==> config.mk <==
export PLATFORM = sky130hd
export DESIGN_NAME = delayed_interrupt_mode_controller
export DESIGN_NICKNAME = d
export VERILOG_FILES = /design/src/hdl/dimc_pkg.sv /design/src/hdl/delayed_interrupt_mode_controller.sv /design/src/hdl/dimc_in_stage.sv /design/src/hdl/dimc_timer_lane.sv /design/src/hdl/dimc_regs.sv
export SDC_FILE = /design/constraint.sdc
export NUM_CORES = 1
export LEC_CHECK = 0
export BUFFER_PORTS_ARGS = -buffer_cell sky130_fd_sc_hd__buf_2
export CAP_MARGIN = 20
export CELL_PAD_IN_SITES_DETAIL_PLACEMENT = 1
export CELL_PAD_IN_SITES_GLOBAL_PLACEMENT = 2
export CORE_MARGIN = 10
export CORE_UTILIZATION = 25
export DETAILED_ROUTE_END_ITERATION = 12
export GPL_ROUTABILITY_DRIVEN = 0
export HOLD_SLACK_MARGIN = 0.03
export PLACE_DENSITY_LB_ADDON = 0.1
export SLEW_MARGIN = 20
export SYNTH_ARGS = -nofsm -noshare
export SYNTH_HDL_FRONTEND = slang
export SYNTH_SLANG_ARGS = --single-unit
==> constraint.sdc <==
create_clock -name i_clk -period 12.8 [get_ports i_clk]
set_input_delay 2.56 -clock i_clk [delete_from_list [all_inputs] [get_ports i_clk]]
set_output_delay 2.56 -clock i_clk [all_outputs]
set_load 0.03 [all_outputs]
==> src/hdl/dimc_pkg.sv <==
// Package for the delayed interrupt mode controller.
// Holds the bus map, reset constants, input kind codes and the decoded request struct.
// No dependencies; every other file of the block imports it.
`default_nettype none

package dimc_pkg;

    // Default number of interrupt sources (SP, SI, AI, VI, PI, DP).
    localparam int NUM_SOURCES_DEF = 6;

    // Width of the status field on the result channel.
    localparam int IRQ_W = 6;

    // Source number of the DP source, cleared through the mode word.
    localparam int SRC_DP = 5;

    // Bus map.
    localparam logic [31:0] ADDR_MODE    = 32'h0430_0000;
    localparam logic [31:0] ADDR_VERSION = 32'h0430_0004;
    localparam logic [31:0] ADDR_STATUS  = 32'h0430_0008;
    localparam logic [31:0] ADDR_MASK    = 32'h0430_000C;

    localparam logic [31:0] VERSION_RESET = 32'h0202_0102;

    // Bit positions of the mode word as written.
    localparam int MODE_RCOUNT_W   = 7;
    localparam int MODE_REPEAT_CLR = 7;
    localparam int MODE_REPEAT_SET = 8;
    localparam int MODE_EBUS_CLR   = 9;
    localparam int MODE_EBUS_SET   = 10;
    localparam int MODE_DP_CLR     = 11;
    localparam int MODE_UPPER_CLR  = 12;
    localparam int MODE_UPPER_SET  = 13;

    typedef enum logic [2:0] {
        KIND_TICK  = 3'd0,
        KIND_WRITE = 3'd1,
        KIND_READ  = 3'd2,
        KIND_RAISE = 3'd3,
        KIND_CLEAR = 3'd4
    } t_kind;

    typedef enum logic [2:0] {
        RD_NONE,
        RD_MODE,
        RD_VERSION,
        RD_STATUS,
        RD_MASK
    } t_rd_sel;

    // Decoded transaction as held in the input register.
    typedef struct packed {
        logic       tick;
        logic       wr_mode;
        logic       wr_mask;
        logic       dp_clear;
        logic       raise;
        logic       clear;
        t_rd_sel    rd_sel;
        logic [2:0] src;
    } t_req;

endpackage : dimc_pkg

`default_nettype wire

==> src/hdl/delayed_interrupt_mode_controller.sv <==
// Top level of the delayed interrupt mode controller.
// Instantiates dimc_in_stage, one dimc_timer_lane per source and dimc_regs; uses dimc_pkg.
// The input channel (i_in_valid / o_in_stall) carries one transaction per
// accepted cycle: a clock tick, a bus write, a bus read, a raise request or a
// clear request. The result channel (o_out_valid / i_out_stall) returns exactly
// one result per transaction, in order: the read data, the status bits after
// the transaction and the pending line (status AND mask nonzero).
// A transaction is captured in the input register at the accepting edge. It is
// evaluated against the state, and its result is loaded into the result
// register and offered, at the first edge at which the result register is free or
// being emptied. One transaction is accepted every cycle unless o_in_stall is high;
// the state update (one 64-bit comparator per source lane, six by default,
// plus the register writes) is combinational between the two registers.
// When the receiver stalls, the result register holds its transaction and the
// input register can still take one more; o_in_stall rises only when both are
// full and the receiver is stalling.
// The version word is written through i_cfg_we / i_cfg_wdata; the user must
// do so only while the block is idle, and the block does not enforce it.
// Reset (synchronous, active low) clears status, mask, mode flags, repeat count
// and every pending entry, empties both registers and restores the default version word.
`default_nettype none

module delayed_interrupt_mode_controller
    import dimc_pkg::*;
#(
    parameter int NUM_SOURCES = NUM_SOURCES_DEF
) (
    input  wire logic        i_clk,
    input  wire logic        i_rst_n,
    // Input channel.
    input  wire logic        i_in_valid,
    output logic             o_in_stall,
    input  wire logic [2:0]  i_kind,
    input  wire logic [31:0] i_address,
    input  wire logic [31:0] i_write_data,
    input  wire logic [2:0]  i_irq_source,
    input  wire logic        i_prev_level,
    input  wire logic        i_new_level,
    input  wire logic [31:0] i_delay,
    input  wire logic [63:0] i_now,
    // Result channel.
    output logic             o_out_valid,
    input  wire logic        i_out_stall,
    output logic [31:0]      o_read_data,
    output logic [IRQ_W-1:0] o_irq_status,
    output logic             o_irq_pending,
    // Configuration port for the version word.
    input  wire logic        i_cfg_we,
    input  wire logic [31:0] i_cfg_wdata
);

    logic                   item_valid;
    t_req                   item_req;
    logic [31:0]            item_data;
    logic [63:0]            item_now;
    logic [63:0]            item_target;

    logic                   out_blocked;
    logic                   adv;
    logic [NUM_SOURCES-1:0] lane_set;
    logic [NUM_SOURCES-1:0] lane_clr;

    // The held transaction moves on whenever the result register is free or
    // being emptied in this cycle. All state updates but the version word happen on that move.
    assign out_blocked = o_out_valid && i_out_stall;
    assign adv         = item_valid && !out_blocked;
    assign o_in_stall  = item_valid && out_blocked;

    dimc_in_stage u_in_stage (
        .i_clk        (i_clk),
        .i_rst_n      (i_rst_n),
        .i_hold       (o_in_stall),
        .i_in_valid   (i_in_valid),
        .i_kind       (i_kind),
        .i_address    (i_address),
        .i_write_data (i_write_data),
        .i_irq_source (i_irq_source),
        .i_prev_level (i_prev_level),
        .i_new_level  (i_new_level),
        .i_delay      (i_delay),
        .i_now        (i_now),
        .o_valid      (item_valid),
        .o_req        (item_req),
        .o_data       (item_data),
        .o_now        (item_now),
        .o_target     (item_target)
    );

    // One lane per source keeps that source's earliest pending target time.
    for (genvar g = 0; g < NUM_SOURCES; g++) begin : g_lane
        dimc_timer_lane #(
            .LANE (g)
        ) u_lane (
            .i_clk    (i_clk),
            .i_rst_n  (i_rst_n),
            .i_adv    (adv),
            .i_req    (item_req),
            .i_now    (item_now),
            .i_target (item_target),
            .o_set    (lane_set[g]),
            .o_clr    (lane_clr[g])
        );
    end

    dimc_regs #(
        .NUM_SOURCES (NUM_SOURCES)
    ) u_regs (
        .i_clk         (i_clk),
        .i_rst_n       (i_rst_n),
        .i_adv         (adv),
        .i_out_stall   (i_out_stall),
        .i_req         (item_req),
        .i_data        (item_data),
        .i_set         (lane_set),
        .i_clr         (lane_clr),
        .i_cfg_we      (i_cfg_we),
        .i_cfg_wdata   (i_cfg_wdata),
        .o_out_valid   (o_out_valid),
        .o_read_data   (o_read_data),
        .o_irq_status  (o_irq_status),
        .o_irq_pending (o_irq_pending)
    );

endmodule : delayed_interrupt_mode_controller

`default_nettype wire

==> src/hdl/dimc_in_stage.sv <==
// Input register of the delayed interrupt mode controller.
// Decodes the transaction kind and address and forms the saturated target time.
// Depends on dimc_pkg.
`default_nettype none

module dimc_in_stage
    import dimc_pkg::*;
(
    input  wire logic        i_clk,
    input  wire logic        i_rst_n,
    input  wire logic        i_hold,
    input  wire logic        i_in_valid,
    input  wire logic [2:0]  i_kind,
    input  wire logic [31:0] i_address,
    input  wire logic [31:0] i_write_data,
    input  wire logic [2:0]  i_irq_source,
    input  wire logic        i_prev_level,
    input  wire logic        i_new_level,
    input  wire logic [31:0] i_delay,
    input  wire logic [63:0] i_now,
    output logic             o_valid,
    output t_req             o_req,
    output logic [31:0]      o_data,
    output logic [63:0]      o_now,
    output logic [63:0]      o_target
);

    logic        r_valid;
    t_req        r_req;
    logic [31:0] r_data;
    logic [63:0] r_now;
    logic [63:0] r_target;

    t_req        n_req;
    logic [63:0] n_target;
    logic [64:0] sum;

    // A sum past the top of the 64-bit range sticks at the maximum.
    assign sum      = 65'(i_now) + 65'(i_delay);
    assign n_target = sum[64] ? '1 : sum[63:0];

    always_comb begin
        n_req     = '0;
        n_req.rd_sel = RD_NONE;
        n_req.src = i_irq_source;
        case (i_kind)
            KIND_TICK: begin
                n_req.tick = 1'b1;
            end
            KIND_WRITE: begin
                n_req.wr_mode  = (i_address == ADDR_MODE);
                n_req.wr_mask  = (i_address == ADDR_MASK);
                n_req.dp_clear = (i_address == ADDR_MODE) && i_write_data[MODE_DP_CLR];
            end
            KIND_READ: begin
                case (i_address)
                    ADDR_MODE:    n_req.rd_sel = RD_MODE;
                    ADDR_VERSION: n_req.rd_sel = RD_VERSION;
                    ADDR_STATUS:  n_req.rd_sel = RD_STATUS;
                    ADDR_MASK:    n_req.rd_sel = RD_MASK;
                    default:      n_req.rd_sel = RD_NONE;
                endcase
            end
            KIND_RAISE: begin
                n_req.raise = !i_prev_level && i_new_level;
            end
            KIND_CLEAR: begin
                n_req.clear = 1'b1;
            end
            default: begin
                n_req.rd_sel = RD_NONE;
            end
        endcase
    end

    always_ff @(posedge i_clk) begin
        if (!i_rst_n) begin
            r_valid <= 1'b0;
        end else if (!i_hold) begin
            r_valid <= i_in_valid;
        end
    end

    always_ff @(posedge i_clk) begin
        if (i_in_valid && !i_hold) begin
            r_req    <= n_req;
            r_data   <= i_write_data;
            r_now    <= i_now;
            r_target <= n_target;
        end
    end

    assign o_valid  = r_valid;
    assign o_req    = r_req;
    assign o_data   = r_data;
    assign o_now    = r_now;
    assign o_target = r_target;

endmodule : dimc_in_stage

`default_nettype wire

==> src/hdl/dimc_timer_lane.sv <==
// One pending-time lane of the delayed interrupt mode controller.
// Keeps the earliest target time of one source and flags it due on a tick.
// Depends on dimc_pkg.
`default_nettype none

module dimc_timer_lane
    import dimc_pkg::*;
#(
    parameter int LANE = 0
) (
    input  wire logic        i_clk,
    input  wire logic        i_rst_n,
    input  wire logic        i_adv,
    input  wire t_req        i_req,
    input  wire logic [63:0] i_now,
    input  wire logic [63:0] i_target,
    output logic             o_set,
    output logic             o_clr
);

    localparam logic [4:0] LaneId = 5'(LANE);
    localparam logic [4:0] DpId   = 5'(SRC_DP);

    logic        r_valid;
    logic [63:0] r_target;
    logic        n_valid;
    logic [63:0] n_target;

    logic        hit;
    logic [63:0] key;
    logic        lt;
    logic        due;
    logic        raise;
    logic        drop;

    assign hit   = (5'(i_req.src) == LaneId);
    // One comparator serves both the tick check and the earlier-time check of a raise.
    assign key   = i_req.tick ? i_now : i_target;
    assign lt    = (key < r_target);
    assign due   = i_req.tick && r_valid && !lt;
    assign raise = i_req.raise && hit;
    assign drop  = (i_req.clear && hit) || (i_req.dp_clear && (LaneId == DpId));

    always_comb begin
        n_valid  = r_valid;
        n_target = r_target;
        if (raise) begin
            n_valid = 1'b1;
            if (!r_valid || lt) begin
                n_target = i_target;
            end
        end
        if (drop || due) begin
            n_valid = 1'b0;
        end
    end

    always_ff @(posedge i_clk) begin
        if (!i_rst_n) begin
            r_valid <= 1'b0;
        end else if (i_adv) begin
            r_valid <= n_valid;
        end
    end

    always_ff @(posedge i_clk) begin
        if (i_adv) begin
            r_target <= n_target;
        end
    end

    assign o_set = due;
    assign o_clr = drop;

endmodule : dimc_timer_lane

`default_nettype wire

==> src/hdl/dimc_regs.sv <==
// Status, mask, mode and version registers of the delayed interrupt mode controller,
// with the bus read mux and the result register. Depends on dimc_pkg.
`default_nettype none

module dimc_regs
    import dimc_pkg::*;
#(
    parameter int NUM_SOURCES = NUM_SOURCES_DEF
) (
    input  wire logic                   i_clk,
    input  wire logic                   i_rst_n,
    input  wire logic                   i_adv,
    input  wire logic                   i_out_stall,
    input  wire t_req                   i_req,
    input  wire logic [31:0]            i_data,
    input  wire logic [NUM_SOURCES-1:0] i_set,
    input  wire logic [NUM_SOURCES-1:0] i_clr,
    input  wire logic                   i_cfg_we,
    input  wire logic [31:0]            i_cfg_wdata,
    output logic                        o_out_valid,
    output logic [31:0]                 o_read_data,
    output logic [IRQ_W-1:0]            o_irq_status,
    output logic                        o_irq_pending
);

    localparam int PadW = (NUM_SOURCES > IRQ_W) ? NUM_SOURCES : IRQ_W;

    logic [NUM_SOURCES-1:0]   r_status;
    logic [NUM_SOURCES-1:0]   r_mask;
    logic [MODE_RCOUNT_W-1:0] r_rcount;
    logic                     r_repeat;
    logic                     r_ebus;
    logic                     r_upper;
    logic [31:0]              r_version;

    logic                     r_out_valid;
    logic [31:0]              r_read_data;
    logic [IRQ_W-1:0]         r_irq_status;
    logic                     r_irq_pending;

    logic [NUM_SOURCES-1:0]   n_status;
    logic [NUM_SOURCES-1:0]   n_mask;
    logic [MODE_RCOUNT_W-1:0] n_rcount;
    logic                     n_repeat;
    logic                     n_ebus;
    logic                     n_upper;
    logic                     n_out_valid;
    logic [31:0]              rd_data;
    logic [PadW-1:0]          status_pad;

    assign n_status = (r_status | i_set) & ~i_clr;

    always_comb begin
        n_mask = r_mask;
        if (i_req.wr_mask) begin
            for (int i = 0; i < NUM_SOURCES; i++) begin
                if (i_data[2*i]) begin
                    n_mask[i] = 1'b0;
                end
                if (i_data[2*i+1]) begin
                    n_mask[i] = 1'b1;
                end
            end
        end
    end

    // Set wins over clear for each flag of the mode word.
    always_comb begin
        n_rcount = r_rcount;
        n_repeat = r_repeat;
        n_ebus   = r_ebus;
        n_upper  = r_upper;
        if (i_req.wr_mode) begin
            n_rcount = i_data[MODE_RCOUNT_W-1:0];
            n_repeat = i_data[MODE_REPEAT_SET] | (r_repeat & ~i_data[MODE_REPEAT_CLR]);
            n_ebus   = i_data[MODE_EBUS_SET]   | (r_ebus   & ~i_data[MODE_EBUS_CLR]);
            n_upper  = i_data[MODE_UPPER_SET]  | (r_upper  & ~i_data[MODE_UPPER_CLR]);
        end
    end

    always_comb begin
        case (i_req.rd_sel)
            RD_MODE:    rd_data = {22'd0, r_upper, r_ebus, r_repeat, r_rcount};
            RD_VERSION: rd_data = r_version;
            RD_STATUS:  rd_data = 32'(r_status);
            RD_MASK:    rd_data = 32'(r_mask);
            default:    rd_data = '0;
        endcase
    end

    assign status_pad = PadW'(n_status);

    always_comb begin
        if (i_adv) begin
            n_out_valid = 1'b1;
        end else if (!i_out_stall) begin
            n_out_valid = 1'b0;
        end else begin
            n_out_valid = r_out_valid;
        end
    end

    always_ff @(posedge i_clk) begin
        if (!i_rst_n) begin
            r_status    <= '0;
            r_mask      <= '0;
            r_rcount    <= '0;
            r_repeat    <= 1'b0;
            r_ebus      <= 1'b0;
            r_upper     <= 1'b0;
            r_out_valid <= 1'b0;
        end else begin
            r_out_valid <= n_out_valid;
            if (i_adv) begin
                r_status <= n_status;
                r_mask   <= n_mask;
                r_rcount <= n_rcount;
                r_repeat <= n_repeat;
                r_ebus   <= n_ebus;
                r_upper  <= n_upper;
            end
        end
    end

    always_ff @(posedge i_clk) begin
        if (!i_rst_n) begin
            r_version <= VERSION_RESET;
        end else if (i_cfg_we) begin
            r_version <= i_cfg_wdata;
        end
    end

    always_ff @(posedge i_clk) begin
        if (i_adv) begin
            r_read_data   <= rd_data;
            r_irq_status  <= status_pad[IRQ_W-1:0];
            r_irq_pending <= |(n_status & n_mask);
        end
    end

    assign o_out_valid   = r_out_valid;
    assign o_read_data   = r_read_data;
    assign o_irq_status  = r_irq_status;
    assign o_irq_pending = r_irq_pending;

endmodule : dimc_regs

`default_nettype wire

==> results of run 1 <==
stage by stage:
stage,worst slack [ns],cell area [µm²]
2_1_floorplan,2.482,33420
3_3_place_gp,6.220,36840
3_5_place_dp,6.198,36850
4_1_cts,6.324,39400
5_1_grt,6.336,39410
6_report,6.760,39410
worst paths after layout:
kind                                                       to  cells past startpoint
worst max-delay path            g_lane[1].u_lane.r_target[32]                     12
worst max register to register  g_lane[1].u_lane.r_target[32]                     12
worst min register to register           u_regs.r_version[17]                      2
worst min-delay path                     u_regs.r_version[17]                      2
worst min-delay path: cells and delay by family, from the launching register on:
kind / cells / cell delay (ns)
simple gates: 1 / 0.06
flops: 1 / 0.32
mux: 1 / 0.06
power by group through the flow:
stage	combinational [mW]	sequential [mW]	clock (mW)
detailed placement	0.636	2.48	0
global route	0.712	2.44	2.41
finish	0.622	2.43	2.23
floorplan	0.385	2.45	0
CTS	0.641	2.44	2.32
global placement	0.618	2.48	0
placed cells by master (no fill, tap or decap), drive strengths merged, types with 5 or more instances in the layout:
cell type  instances
a2111oi            7
a211oi            24
a21boi            15
a21o              43
a21oi            208
a221oi            13
a22oi             27
a31oi             27
a41oi              7
and2              36
and3              26
and4              12
buf              251
bufinv             5
clkbuf           100
clkinv            36
dfxtp             62
edfxtp           577
ha               410
inv              418
mux2              72
mux2i             33
nand2            237
nand2b            11
nand3             44
nand4             61
nor2              85
nor2b             53
nor3              25
nor4              17
o2111ai            8
o211ai            14
o21a              12
o21ai             87
o21bai             5
o221ai             5
o31ai              5
or3                6
xnor2             27
xor2              12
layer usage:
layer / wire (µm) / GRT usage / up-vias
met1: 48900 / 0.1835 / 11220
met4: 1776 / 0.03339 / 0
met2: 51510 / 0.2421 / 317
met3: 3725 / 0.02214 / 108
met5: 0 / 0 / -
li1: - / - / 10870
cells by family (layout without fill, tap and decap cells):
family | after synthesis | count (layout) | synth area share
AO/OA/AOI/OAI | 535 | 535 | 0.1020
XOR/XNOR | 39 | 39 | 0.01022
adder cells (fa/ha/maj) | 411 | 411 | 0.1541
buffers and inverters | 456 | 811 | 0.05170
flip-flops | 639 | 639 | 0.5556
multiplexers | 105 | 105 | 0.03414
other | 0 | 4 | 0
AND/OR/NAND/NOR | 625 | 625 | 0.09225
layout make-up:
class	count	area (µm²)
multi-input combinational	1715	13190
tap	1768	2212
inverter	414	1554
antenna	4	10.01
sequential	639	18570
clock inverter	46	387.9
clock buffer	100	2170
timing repair buffer	251	1326
fill	14750	93710
sequential cells by signal, summed over array words and instances, names as in the netlist:
register	count
u_regs.o_read_data	32
u_regs.r_upper	1
u_regs.r_ebus	1
u_regs.r_status	6
u_in_stage.o_now	64
u_regs.o_out_valid	1
u_regs.r_rcount	7
g_lane.u_lane.r_target	384
u_regs.o_irq_pending	1
u_regs.o_irq_status	6
g_lane.u_lane.r_valid	6
u_in_stage.o_req	12
u_in_stage.o_valid	1
u_regs.r_version	32
u_in_stage.o_target	64
u_regs.r_mask	6
u_regs.r_repeat	1
u_in_stage.o_data	14
==> results.tsv, run 1 <==
stage	metric	value	unit
run_status	outcome	finished, final reports clean	
synthesis	synth.ff_latch_count	639	
setup_path	path_class	reg2reg	
synthesis	synth_commonest_cells	edfxtp_1, inv_1, ha_1, nand2_1, a21oi_1	
timing	setup_tns	0	ns
power_and_ir_drop	sw_frac_of_total	0.2621	
synthesis	ys_types	78	
synthesis	synth_top_area_cell	edfxtp_1	
clock_network	numCtsBuffers	81	
setup_path	r2r_setup_slack	6.76	ns
clock_network	cts_root_buf	clkbuf_16	
global_route	grt_pass1_vias	24530	
timing	fin_crit	6.040	ns
synthesis	synth_nets	3426	
timing	drv_slew	0	
setup_path	cpMostUsedCell	buf_4	
run	cap_violations	0	
clock_network	htree_levels	3	
routing	firstDrtPassIters	6	
setup_path	crit_path_max_fanout	43	
synthesis	yosysWarnings	0	
setup_path	r2r_start	u_in_stage.o_req[11]	
timing	hold_viol	0	
clock_network	path_clk_slew	0.06	ns
global_route	track_usage	0.1406	
power_and_ir_drop	leakage	16.38	nW
setup_path	worstPathArrival	6.31	ns
global_route	grt_max_degree	144	
floorplanning	initial_core_util	0.2511	
routing	vias_per_cell	4.561	
setup_path	critPathBufInv	3	
placed_design	detailed_place_hpwl	78790	µm
final_layout	fin_cells	4937	
power_and_ir_drop	peakVddDrop	0.07941	mV
setup_path	cp.required	13.07	ns
final_layout	area_growth_syn_to_layout	17.93	%
final_layout	utilization	0.2961	
timing	rsz0062_at_grt	false	
setup_path	worstSetupStartpoint	u_in_stage.o_req[11]	
setup_path	slowest_delay	0.88	ns
timing	max_clock_freq	0.1656	GHz
floorplanning	ios	246	
clock_network	cts_hold_buf	0	
clock_network	clk_latency	0.65	ns
power_and_ir_drop	comb_power_share	0.118	
clock_network	clockBufferDepth	3	
synthesis	yosysTopAreaCellShare	0.5184	
floorplanning	dieHeight	385.6	µm
timing	min_period_over_period	0.4719	
clock_network	post-cts-setup-buffer-count	0	
routing	routed_wl	105900	µm
power_and_ir_drop	finalPower	5.283	mW
setup_path	crit_family	buffers and inverters	
routing	drc	0	
routing	drt_iter0_drc	917	
floorplanning	die_x	385.6	µm
setup_path	cp_slowest_cell	nor2_4	
setup_path	end_kind	flop	
power_and_ir_drop	seq_power_share	0.460	
synthesis	synthFlopType	edfxtp_1	
routing	ant_nets	0	
timing	timing.hold.ws	0.4655	ns
global_route	grt-ovfl-total	0	
synthesis	async_reset_ff_frac	0	
synthesis	netlist_area	0.03342	mm²
floorplanning	row_count	134	
synthesis	yosysMostFrequentCell	edfxtp_1	
power_and_ir_drop	clockPowerShare	0.422	
final_layout	fin_nets	3718	
synthesis	synth-edff-count	577	
synthesis	syn_inst	2810	
routing	vias	22520	
clock_network	cts_tree	yes	
synthesis	yosys-top-cells-area	edfxtp_1, ha_1, inv_1, dfxtp_1, a21oi_1	
power_and_ir_drop	power_density	134.0	mW/mm²
synthesis	ys_seq_area_frac	0.5556	
setup_path	cp-start-kind	flop	
clock_network	cts.repair.resized	0	
floorplanning	die-area	0.1487	mm²
global_route	grt_first_pass_wirelength	157200	µm
synthesis	postSynthAreaPerCell	11.89	µm²
global_route	antenna_found_initial	13	
timing	worst_pin_slew	1.103	ns
placed_design	dp.cells	4787	
timing	fin_skew	0.02655	ns
final_layout	final_layout_size_suffix_gt1_frac	0.1466	
min_path	min_from	u_regs.r_version[17]	
min_path	hp-class	reg2reg	
timing	setup_viol_count_final	0	
placed_design	portBuffers	227	
clock_network	clock-sinks	639	
power_and_ir_drop	internal_power	3.898	mW
setup_path	crit_chain	buf_4 > buf_4 > mux2_2 > ha_1 > nand4_1 > nor4_1 > a22oi_1 > o211ai_1 > o31ai_1 > a31oi_1 > nor2_4 > buf_4	
routing	routedWlPerCell	21.45	µm
timing	relSlewSlack	0.2647	
power_and_ir_drop	power.switching	1.384	mW
floorplanning	coreArea	0.1331	mm²
Power figures use the tool's default switching activity.
==> inputs of run 2 (changes only) <==
- ABC_AREA: unset -> 1
- clock period: 12.8 -> 6.3 ns (I/O delays scaled with it)
==> run 2 against run 1 <==
Die area increased by 2.4%. Total power up 110%. Clock power rose by 120%. Critical path depth increased by 1. Combinational power rose by 110%. Synthesized area grew 2.5%. Setup slack worse by 4.9 ns. Sequential cell count unchanged. Sequential power rose by 100%. Highest routed layer is now met5.
==> results.tsv, run 2 <==
stage	metric	value	unit
final_layout	final_layout_size_suffix_gt1_frac	0.1124	
power_and_ir_drop	seq_power_share	0.445	
setup_path	crit_chain	clkinv_2 > buf_4 > nand2_1 > nand2_1 > ha_1 > nand2_1 > nor4_1 > nand2_1 > nor2_1 > nand2_1 > nand2_1 > a21oi_4 > buf_12	
clock_network	cts_root_buf	clkbuf_16	
final_layout	utilization	0.2984	
global_route	antenna_found_initial	7	
final_layout	largest_reg_flops	384	
clock_network	clk_latency	0.69	ns
timing	setup_tns	0	ns
synthesis	synth_top_area_cell	edfxtp_1	
final_layout	final_common_cell	nand2_1	
floorplanning	coreArea	0.1358	mm²
synthesis	synth-edff-count	577	
floorplanning	row_count	135	
global_route	grt_first_pass_wirelength	170200	µm
run_status	outcome	finished, final reports clean	
routing	vias_per_cell	4.421	
clock_network	numCtsBuffers	85	
run	cap_violations	0	
synthesis	postSynthAreaPerCell	10.00	µm²
synthesis	synth_nets	4042	
final_layout	fin_nets	4334	
synthesis	yosysWarnings	0	
placed_design	dp.cells	5412	
routing	ant_nets	0	
synthesis	syn_inst	3426	
global_route	grt_max_degree	79	
clock_network	clockBufferDepth	3	
timing	fin_skew	0.03137	ns
setup_path	path_class	reg2reg	
setup_path	slowest_delay	0.75	ns
power_and_ir_drop	comb_power_share	0.118	
power_and_ir_drop	peakVddDrop	0.1617	mV
timing	rsz0062_at_grt	false	
power_and_ir_drop	sw_frac_of_total	0.2696	
synthesis	yosys-top-cells-area	edfxtp_1, ha_1, nand2_1, inv_1, a21oi_1	
floorplanning	initial_core_util	0.2523	
setup_path	cp-start-kind	flop	
synthesis	yosysMostFrequentCell	nand2_1	
routing	drt_iter0_drc	1051	
power_and_ir_drop	power_density	273.6	mW/mm²
setup_path	end_kind	flop	
power_and_ir_drop	power.switching	2.989	mW
final_layout	regMostFlops	g_lane.u_lane.r_target	
synthesis	synthFlopType	edfxtp_1	
floorplanning	die_x	390.2	µm
placed_design	dpl_cell_area	0.03776	mm²
clock_network	cts.repair.resized	0	
setup_path	worstPathArrival	4.84	ns
timing	max_clock_freq	0.2234	GHz
placed_design	pre_cts_ws	1.612	ns
timing	setup_viol_count_final	0	
clock_network	path_clk_slew	0.06	ns
synthesis	ys_types	51	
clock_network	post-cts-setup-buffer-count	0	
floorplanning	ios	246	
clock_network	cts_hold_buf	0	
power_and_ir_drop	clockPowerShare	0.438	
final_layout	fillers	15520	
setup_path	cpMostUsedCell	nand2_1	
final_layout	finalInstanceArea	0.04052	mm²
clock_network	cts_tree	yes	
synthesis	yosysTopAreaCellShare	0.5056	
global_route	track_usage	0.1501	
timing	hold_viol	0	
final_layout	area_growth_syn_to_layout	18.26	%
timing	fin_crit	4.477	ns
final_layout	fin_cells	5574	
final_layout	layout_common_cells	nand2_1, inv_1, edfxtp_1, ha_1, a21oi_1	
synthesis	synth_commonest_cells	nand2_1, inv_1, edfxtp_1, ha_1, a21oi_1	
placed_design	portBuffers	227	
power_and_ir_drop	leakage	17.95	nW
clock_network	htree_levels	3	
timing	relSlewSlack	0.3400	
power_and_ir_drop	internal_power	8.099	mW
clock_network	clock-sinks	639	
global_route	grt_pass1_vias	26090	
min_path	hp-class	reg2reg	
timing	drv_slew	0	
timing	fin_ws	1.823	ns
placed_design	detailed_place_hpwl	85280	µm
routing	firstDrtPassIters	5	
synthesis	ys_seq_area_frac	0.5418	
global_route	grt-ovfl-total	0	
timing	worst_pin_slew	0.9810	ns
floorplanning	dieHeight	390.2	µm
floorplanning	die-area	0.1523	mm²
routing	vias	24640	
synthesis	netlist_area	0.03427	mm²
routing	drc	0	
routing	routed_wl	115300	µm
setup_path	cp_slowest_cell	nor4_1	
routing	routedWlPerCell	20.69	µm
timing	min_period_over_period	0.7107	
synthesis	async_reset_ff_frac	0	
setup_path	cp.required	6.66	ns
setup_path	crit_path_max_fanout	64	
synthesis	synth.ff_latch_count	639	
==> run 2: changes by cell type in the layout (fill, tap and decap cells not counted), moves of 27 or more <==
cell | previous run | this run
mux2i_1 | 33 | 0
nor3_1 | 24 | 52
inv_1 | 413 | 644
nand2_1 | 236 | 669
a21oi_1 | 207 | 293
a21o_1 | 43 | 11
nor2b_1 | 52 | 0
mux2_2 | 69 | 0
a22oi_1 | 27 | 0
and2_1 | 35 | 0
nand3_1 | 43 | 96
nor2_1 | 83 | 180
o21ai_0 | 75 | 138
==> run 2: worst max-delay path: cells and delay by family (launching register included) <==
kind                     cells  cell delay, ns
AO/OA/AOI/OAI                1            0.08
adder cells (fa/ha/maj)      1            0.39
buffers and inverters        3            0.90
flip-flops                   1            0.41
AND/OR/NAND/NOR              8            2.30
==> run 2: cells by family (layout without fill, tap and decap cells) <==
logic type	count (synthesis)	count (layout)	share of synthesized area
and+or+nand+nor	1114	1114	0.1378
buffers and inverters	693	1056	0.07653
DFF	639	639	0.5418
AOI/OAI and AO/OA	548	548	0.08814
adders and majority gates	411	411	0.1503
xor gates and xnor gates	21	21	0.005367
other	0	4	0
==> run 2: final timing paths <==
path	startpoint	endpoint	slack [ns]	depth (start not counted)
worst max-delay path	u_in_stage.o_req[11]	g_lane[0].u_lane.r_target[35]	1.82	13
worst min-delay path	u_regs.r_version[20]	u_regs.r_version[20]	0.45	2
worst max register to register	u_in_stage.o_req[11]	g_lane[0].u_lane.r_target[35]	1.82	13
worst min register to register	u_regs.r_version[20]	u_regs.r_version[20]	0.45	2
==> run 2: routing by layer <==
layer | global-route usage | up-vias | part of all wire
met2 | 0.2430 | 283 | 0.45
li1 | - | 12230 | -
met5 | 0 | - | 0.00011
met4 | 0.03323 | 2 | 0.019
met1 | 0.2098 | 12010 | 0.50
met3 | 0.02346 | 114 | 0.031
==> run 2: through the flow <==
stage | power [mW] | hold slack (ns)
finish | 11.09 | 0.4547
detailed placement | 6.372 | 0.4480
global route | 11.66 | 0.4800
CTS | 11.34 | 0.4564
global placement | 6.363 | 0.4461
floorplan | 5.764 | 0.4291
==> run 2: cell type report <==
class                      count  area, µm²  area share
sequential                   639      18570      0.4582
multi-input combinational   2094      13160      0.3248
inverter                     651       2452     0.06052
clock buffer                 118       2416     0.05962
tap                         1781       2228     0.05499
timing repair buffer         247       1349     0.03328
clock inverter                40      339.1    0.008367
antenna                        4      10.01   0.0002470
==> run 2: power groups by stage <==
stage                     Clock [mW]  Combinational [mW]  Sequential, mW
after CTS                       5.04                1.35            4.94
final                           4.85                1.30            4.93
after floorplan                    0               0.793            4.97
after detailed placement           0                1.34            5.03
after global placement             0                1.34            5.03
after global routing            5.19                1.52            4.96
==> inputs of run 3 (changes only) <==
- clock period: 6.3 -> 3.8 ns (I/O delays scaled with it)
==> run 3 against run 2 <==
Critical path depth up 4. Global-route usage up 0.35 points. Total power is 66% higher. Clock skew fell by 0.0011 ns. Setup slack worse by 1.7 ns. Die area unchanged. Largest cell class unchanged. Via count is 3.8% higher. Design area increased by 6.6%.
==> results.tsv, run 3 (synthesis gave the netlist of run 2 again) <==
stage	metric	value	unit
run_status	outcome	finished, final reports clean	
power_and_ir_drop	power_density	427.2	mW/mm²
setup_path	cp.required	4.14	ns
clock_network	cts_hold_buf	0	
placed_design	portBuffers	227	
routing	met3_length	4416	µm
routing	firstDrtPassIters	4	
timing	drv_slew	0	
floorplanning	die-area	0.1523	mm²
final_layout	layout_common_cells	inv_1, nand2_1, edfxtp_1, ha_1, a21oi_1	
routing	routedWlPerCell	20.28	µm
final_layout	fin_nets	4627	
final_layout	fin_cells	5858	
clock_network	numCtsBuffers	85	
timing	fin_crit	3.639	ns
final_layout	finalInstanceArea	0.04321	mm²
floorplanning	row_count	135	
final_layout	area_growth_syn_to_layout	26.09	%
setup_path	slowest_delay	0.35	ns
timing	setup_viol_count_final	0	
min_path	hp-class	in2reg	
clock_network	cts_root_buf	clkbuf_16	
floorplanning	die_x	390.2	µm
setup_path	reg2reg_depth	17	
min_path	min_from	i_irq_source[1]	
timing	hold_viol	0	
floorplanning	coreArea	0.1358	mm²
timing	max_clock_freq	0.2748	GHz
floorplanning	initial_core_util	0.2523	
routing	drc	0	
setup_path	end_kind	flop	
clock_network	clockBufferDepth	3	
final_layout	final_layout_size_suffix_gt1_frac	0.1851	
final_layout	regMostFlops	g_lane.u_lane.r_target	
timing	rsz0062_at_grt	true	
timing	relSlewSlack	0.3151	
final_layout	final_common_cell	inv_1	
setup_path	cp-start-kind	flop	
timing	fin_skew	0.03023	ns
clock_network	htree_levels	3	
min_path	hold_end	u_in_stage.o_req[1]	
setup_path	cpMostUsedCell	nand2_1	
global_route	grt_pass1_vias	27300	
routing	vias	25570	
clock_network	path_clk_slew	0.05	ns
run	cap_violations	0	
routing	vias_per_cell	4.366	
setup_path	crit_chain	buf_4 > clkinv_2 > buf_12 > nand2_1 > nand2_1 > buf_4 > ha_1 > a21oi_1 > o21ai_0 > nand2_1 > nand3_1 > a31oi_2 > nand2_2 > nand2_2 > nand2_1 > a21oi_4 > buf_12	
setup_path	cp_slowest_cell	edfxtp_1	
routing	wl_met2	53910	µm
setup_path	r2r_end	g_lane[4].u_lane.r_target[20]	
timing	worst_pin_slew	1.027	ns
setup_path	r2r_setup_slack	0.16	ns
routing	routed_wl	118800	µm
placed_design	pre_cts_ws	-0.2918	ns
global_route	grt_max_degree	123	
power_and_ir_drop	finalPower	18.46	mW
floorplanning	ios	246	
routing	drt-met1-wl	58020	µm
global_route	grt-ovfl-total	0	
power_and_ir_drop	leakage	19.43	nW
min_path	hold_path_depth	1	
setup_path	crit_path_max_fanout	32	
clock_network	cts_tree	yes	
setup_path	worstPathArrival	3.98	ns
final_layout	largest_reg_flops	384	
setup_path	r2r_start	u_in_stage.o_req[11]	
placed_design	dp.cells	5698	
routing	drt_iter0_drc	1114	
placed_design	dpl_cell_area	0.04027	mm²
global_route	track_usage	0.1536	
global_route	grt_first_pass_wirelength	174400	µm
clock_network	clock-sinks	639	
setup_path	path_class	reg2reg	
global_route	antenna_found_initial	10	
timing	min_period_over_period	0.9575	
placed_design	detailed_place_hpwl	92550	µm
power_and_ir_drop	peakVddDrop	0.2619	mV
routing	ant_nets	0	
floorplanning	dieHeight	390.2	µm
clock_network	clk_latency	0.69	ns
timing	timing.hold.ws	0.2522	ns
timing	fin_ws	0.1613	ns
routing	top_layer	met5	
[run 3: worst max path at each step]
stage                                    start                       endpoint  slack [ns]  cells past startpoint
final                     u_in_stage.o_req[11]  g_lane[4].u_lane.r_target[20]        0.16                     17
after global routing      u_in_stage.o_req[11]  g_lane[3].u_lane.r_target[23]      -0.003                     20
after CTS                 u_in_stage.o_req[11]  g_lane[2].u_lane.r_target[25]      0.0002                     17
after detailed placement  u_in_stage.o_req[11]  g_lane[5].u_lane.r_target[23]       -0.29                     17
after global placement    u_in_stage.o_req[11]  g_lane[5].u_lane.r_target[23]       -0.27                     17
after floorplan                    i_out_stall           u_in_stage.o_data[0]       -0.06                      5
[run 3: cell type report]
| cell class | count | area [µm²] |
|---|---|---|
| fillers | 15450 | 92600 |
| flip-flops and latches | 639 | 18570 |
| multi-input cells | 2094 | 13370 |
| repair buffers | 540 | 3978 |
| inverters | 651 | 2449 |
| clock buffers | 122 | 2400 |
| well taps | 1781 | 2228 |
| clock inverters | 28 | 211.5 |
| diodes | 3 | 7.507 |
[run 3: where the power goes]
group,internal [mW],leakage [nW],switching [mW]
registers,7.95,5.87,0.124
clock network,4.49,1.27,3.17
logic,1.04,12.3,1.68
[run 3: worst max-delay path, delay by kind of cell, from the launching register on]
family | cells | cell delay, ns
AO/OA/AOI/OAI | 4 | 0.87
buffers and inverters | 5 | 0.85
AND/OR/NAND/NOR | 7 | 0.83
flip-flops | 1 | 0.35
adder cells (fa/ha/maj) | 1 | 0.25
[run 3: per-layer routing]
layer | up-vias | GRT usage
met5 | - | 0
met4 | 4 | 0.03954
met3 | 131 | 0.02452
met2 | 313 | 0.2496
met1 | 12300 | 0.2113
li1 | 12830 | -
[run 3: timing repair]
item / CTS / global route
endpoints found under the setup margin: 388 / 378
setup buffers: 1 / 3
resized for setup: 16 / 38
cloned: 1 / 2
pin swaps: 2 / 5
[run 3: stage by stage]
stage                      TNS, ns    util
final                            0  0.3182
after global routing      -0.01774  0.3181
after CTS                        0  0.3166
after detailed placement    -40.10  0.2966
after global placement      -42.44  0.2966
after floorplan             -9.729       -
